--- src/rtl/imh_ram.sv ---
`timescale 1ns / 1ps
// ----------------------------------------------------------------------------
// imh_ram: generic single-port RAM
// One write or read per cycle, registered read data.
// ----------------------------------------------------------------------------
module imh_ram #(
    parameter int WIDTH = 8,
    parameter int DEPTH = 16
) (
    input  logic                     aclk,
    input  logic                     we,
    input  logic [$clog2(DEPTH)-1:0] addr,
    input  logic [WIDTH-1:0]         wdata,
    output logic [WIDTH-1:0]         rdata
);
    logic [WIDTH-1:0] mem [DEPTH];

    always_ff @(posedge aclk) begin
        if (we) begin
            mem[addr] <= wdata;
        end
        rdata <= mem[addr];
    end
endmodule

--- config.mk ---
export PLATFORM = sky130hd
export DESIGN_NAME = imh_ram
export DESIGN_NICKNAME = d
export VERILOG_FILES = /design/src/rtl/imh_ram.sv
export SDC_FILE = /design/constraint.sdc
export NUM_CORES = 1
export LEC_CHECK = 0
export BUFFER_PORTS_ARGS = -buffer_cell sky130_fd_sc_hd__buf_2
export CAP_MARGIN = 20
export CORE_AREA = 5 5 111 113
export DETAILED_ROUTE_END_ITERATION = 8
export DIE_AREA = 0 0 116 118
export GPL_ROUTABILITY_DRIVEN = 1
export GPL_TIMING_DRIVEN = 1
export MAX_ROUTING_LAYER = met4
export PLACE_DENSITY_LB_ADDON = 0.08
export RECOVER_POWER = 100
export SYNTH_ARGS = -nofsm -noshare
export SYNTH_HDL_FRONTEND = slang
export SYNTH_SLANG_ARGS = --single-unit
--- constraint.sdc ---
create_clock -name aclk -period 4.24 [get_ports aclk]
set_input_delay 0.848 -clock aclk [delete_from_list [all_inputs] [get_ports aclk]]
set_output_delay 0.848 -clock aclk [all_outputs]
set_load 0.005 [all_outputs]
## Word level (Yosys, flattened, before mapping)

Memory sizes are Yosys's and may differ from the RTL's. A register that Yosys moved wholly into a read port is not among the register bits.
Index checks and enable logic that the tools add are counted.

- Memories kept: 1
- Output and inout bits: 8
- Latch bits: 0
- Input bits: 14
- Register bits: 0
- Logic and storage cells: 3
- Memory bits (writable): 128
- ROM bits: 0

Memories:

| memory | depth | width | read ports | clocked after Yosys merged registers in | write ports | RTL line | text |
|---|---|---|---|---|---|---|---|
| mem | 16 | 8 | 1 | 1 | 1 | 16 | `logic [WIDTH-1:0] mem [DEPTH];` |

- Reduce and logical (&&, ||, !) cells: 0
- Multiply operators: 0
- Muxes and demuxes: 2
- Bitwise operators: 0
- Shifts and indexed selects: 0
- Order comparisons: 0
- $add $sub $neg: 0
- Equal/unequal tests: 0
- Divide/modulo/power cells: 0

Operators with widths:

| operator | number |
|---|---|
| $mux 1 | 2 |

## Depth between registers and ports, before layout

- Word-level depth: 2
- Depth in mapped cells: 5
- Mapped depth without buffers: 3

## Worst setup path before layout

No wires, ideal clock.

- Path kind: input-to-reg
- Start: in addr[2]
- End: mem mem[0][0], enable pin
- Buffers on the path: 0
- Slack: 1.899 ns
- Data arrival time: 1.958 ns
- Data required time: 3.857 ns
- Setup time: 0.383 ns
- Cell stages on the path: 2
- Path through: or3b_2 -> nor3_1

RTL lines:

| item | RTL line | text |
|---|---|---|
| from (decl) | 12 | `input logic [$clog2(DEPTH)-1:0] addr,` |
| to (decl) | 16 |  |

Straight into the memory's write port.

==> results_tabular.tex <==
\begin{tabular}{lr}
\hline
Metric & Value \\
\hline
\multicolumn{2}{l}{\textbf{Yosys}} \\
Post-synthesis cell type count & 18 \\
Post-synthesis cell count & 230 \\
Synth Register Bits & 136 \\
Syn nets & 244 \\
Synth Area per Inst & 22.03 um2 \\
Count of flip-flops with a built-in enable after synthesis & 128 \\
Share of synthesized flip-flops with an asynchronous set or reset & 0 \\
Synthesis warning total & 0 \\
Leading cell types by count after synthesis & 128 x sky130\_fd\_sc\_hd\_\_edfxtp\_1, 32 x sky130\_fd\_sc\_hd\_\_mux4\_2, 16 x sky130\_fd\_sc\_hd\_\_a22oi\_1 \\
Flip-flop cell with the highest count after synthesis & sky130\_fd\_sc\_hd\_\_edfxtp\_1 \\
Most numerous cell in the Yosys netlist & sky130\_fd\_sc\_hd\_\_edfxtp\_1 \\
Cell type with the largest total area after synthesis & sky130\_fd\_sc\_hd\_\_edfxtp\_1 \\
Synthesized cell area & 5067 um2 \\
Share of Yosys cell area claimed by the top area cell type & 0.7585 \\
Top area cells in the synthesized netlist & sky130\_fd\_sc\_hd\_\_edfxtp\_1 76\%, sky130\_fd\_sc\_hd\_\_mux4\_2 14\%, sky130\_fd\_sc\_hd\_\_dfxtp\_1 3.2\% \\
Sequential-to-total area share from yosys stat & 0.7901 \\
\multicolumn{2}{l}{\textbf{Placement}} \\
Area of placed instances & 5344 um2 \\
HPWL after detailed placement & 6543 um \\
RD Place Congestion & 0.7380 \\
Count of buffers inserted at the top-level ports & 21 \\
Pre-CTS setup slack & 1.439 ns \\
\multicolumn{2}{l}{\textbf{CTS}} \\
Worst-Skew Late Latency & 0.40 ns \\
Hold Buf Count CTS & 0 \\
Buffers inserted during post-CTS setup optimization & 0 \\
Cts bufs inserted & 17 \\
Clock transition at the registers of the reported paths & 0.05 ns \\
Sinks on Clock Net & 136 \\
Maximum root-to-sink buffer count & 2 \\
TritonCTS clock tree & yes \\
Cts repair resizes & 0 \\
Clock root buffer & sky130\_fd\_sc\_hd\_\_clkbuf\_16 \\
Number of levels the H-tree was split into & 4 \\
\multicolumn{2}{l}{\textbf{Worst setup path}} \\
Kind of critical path & in2reg \\
CP delay by family, top & buffers and inverters \\
Setup slack, reg-to-reg & 2.88 ns \\
Total stage count of the critical path & 5 \\
Capturing element of the worst setup path & rdata[2] \\
Crit path DAT & 3.13 ns \\
Maximum net fanout on the critical path & 17 \\
FF-to-FF path depth & 3 \\
Critical path's slowest cell & sky130\_fd\_sc\_hd\_\_clkbuf\_1 \\
Worst setup path startpoint & addr[0] \\
Startpoint of the lowest-slack register-to-register path & mem[10][2] \\
Data required time of the worst path & 4.52 ns \\
Critical path buffer and inverter count & 2 \\
Sort of element at the end of the critical path & flop \\
Highest cell delay on the worst timing path & 0.91 ns \\
Sort of element at the start of the critical path & input port \\
Endpoint of the lowest-slack register-to-register path & rdata[2] \\
Worst-path cell chain & clkbuf\_1, buf\_4, mux4\_2, a22oi\_1, nand2\_1 \\
\multicolumn{2}{l}{\textbf{Timing}} \\
Final hold violation count & 0 \\
Final Worst Setup Slack & 1.389 ns \\
Max Fclk & 350.7 MHz \\
Relative slew margins & 0.1468 \\
Unrepaired setup endpoints after global routing & false \\
Min cycle time layout & 2.851 ns \\
Measured slew at the worst slew-check pin & 1.280 ns \\
Final Slew Violations & 0 \\
Setup Viol. Count Final & 0 \\
Share of the cycle needed by the critical path after routing & 0.6724 \\
Final setup TNS & 0 ns \\
Clock Skews & 0.006459 ns \\
\multicolumn{2}{l}{\textbf{Global routing}} \\
Met3 Usage GRT & 0.03805 \\
Global-route wire length before repair & 15660 um \\
Pin count of the biggest net entering global routing & 27 \\
Most crowded layer after global routing & met2 \\
Number of antenna violations at the first check in global routing & 0 \\
GRT met1 Usage & 0.2333 \\
Overall track demand over capacity in global routing & 0.1670 \\
GR Overflow Total & 0 \\
Met2 track utilization from global routing & 0.2371 \\
Number of global-route vias before repair & 2523 \\
\multicolumn{2}{l}{\textbf{Hold path}} \\
Worst hold start & mem[7][4] \\
Class of the most critical hold timing path & reg2reg \\
\multicolumn{2}{l}{\textbf{Layout}} \\
Diode insertion count for antenna repair & 0 \\
Number of filler cells placed in the layout & 921 \\
Final std cell area, no fill & 5789 um2 \\
Final net count & 280 \\
Area delta synth->final & 14.25\% \\
Layout cell share with drive strength beyond 1 & 0.2274 \\
\multicolumn{2}{l}{\textbf{Status}} \\
Run status & finished, final reports clean \\
\multicolumn{2}{l}{\textbf{Power}} \\
Total power & 2866 uW \\
PwrDens & 495.1 nW/um2 \\
Max VDD drop & 0.2375 mV \\
Static leakage & 0.001830 uW \\
\multicolumn{2}{l}{\textbf{Floorplan}} \\
Area of the core & 11220 um2 \\
Die span in y & 118 um \\
Num ports & 22 \\
Die ar. & 13690 um2 \\
Starting density of the core & 0.4515 \\
Row Count & 39 \\
Chip width & 116 um \\
\multicolumn{2}{l}{\textbf{Detailed routing}} \\
DR pass1 iterations & 4 \\
Vias per Instance & 5.548 \\
Remaining antenna violation count after routing & 0 \\
Violation count after the first detailed-route iteration & 225 \\
Remaining routing DRC violations & 0 \\
Final routed wirelength across all metal layers & 10280 um \\
Average wire per standard cell & 24.47 um \\
Detailed-route via count & 2330 \\
\multicolumn{2}{l}{\textbf{Job}} \\
Number of violations of the max-capacitance limit & 0 \\
\hline
\end{tabular}
==> layer usage <==
layer	vias up	part of all wire
li1	1034	-
met1	1232	0.47
met2	50	0.47
met3	14	0.048
met4	0	0.016
met5	-	0
==> metrics by stage <==
step | hold slack [ns] | util | cells
floorplan | 0.6349 | - | 230
global placement | 0.6728 | 0.4761 | 390
detailed placement | 0.6736 | 0.4761 | 390
CTS | 0.6900 | 0.5188 | 420
global route | 0.7188 | 0.5158 | 420
finish | 0.6826 | 0.5158 | 420
==> report_power, final <==
part / internal (uW) / leakage (uW) / switching [uW]
Sequential: 1510 / 0.00122 / 9.47
Clock: 728 / 0.000237 / 489
Combinational: 52.0 / 0.000369 / 82.3
==> logic make-up after synthesis <==
logic type | after synthesis | synth area share
and+or+nand+nor | 35 | 0.03210
muxes | 32 | 0.1422
AOI/OAI and AO/OA | 16 | 0.02370
buffers and inverters | 11 | 0.01185
DFF | 136 | 0.7901
==> worst min-delay path by stage <==
stage               end  slack (ns)  cells after the start
2_1_floorplan  rdata[0]        0.63                      3
3_3_place_gp   rdata[0]        0.67                      3
3_5_place_dp   rdata[4]        0.67                      3
4_1_cts        rdata[4]        0.69                      3
5_1_grt        rdata[7]        0.72                      3
6_report       rdata[4]        0.68                      3
==> sequential cells by signal (all words and copies together), names as in the netlist <==
signal  flops
rdata       8
mem       128
==> worst min-delay path: stages (launching register included) <==
cell,delay [ns]
sky130_fd_sc_hd__edfxtp_1,0.31
sky130_fd_sc_hd__mux4_2,0.22
sky130_fd_sc_hd__a22oi_1,0.06
sky130_fd_sc_hd__nand2_1,0.07
==> area by class of cell <==
cell class / count / area, um2 / area share
well taps: 143 / 178.9 / 0.03091
multi-input cells: 83 / 1003 / 0.1733
clock buffers: 23 / 447.9 / 0.07737
repair buffers: 28 / 123.9 / 0.02140
flip-flops and latches: 136 / 4004 / 0.6916
clock inverters: 7 / 31.28 / 0.005403
==> cells in the final DEF, fill, tap and decap left out, drive strengths merged <==
master	Yosys	layout
clkbuf	3	42
mux4	32	32
and2	1	1
nor3	4	4
nor2	13	13
edfxtp	128	128
clkinv	0	7
nand2	9	9
nand3	1	1
a22oi	16	16
buf	8	9
nand2b	2	2
nor2b	2	2
dfxtp	8	8
or3b	1	1
nand3b	2	2
Power figures use the tool's default switching activity.
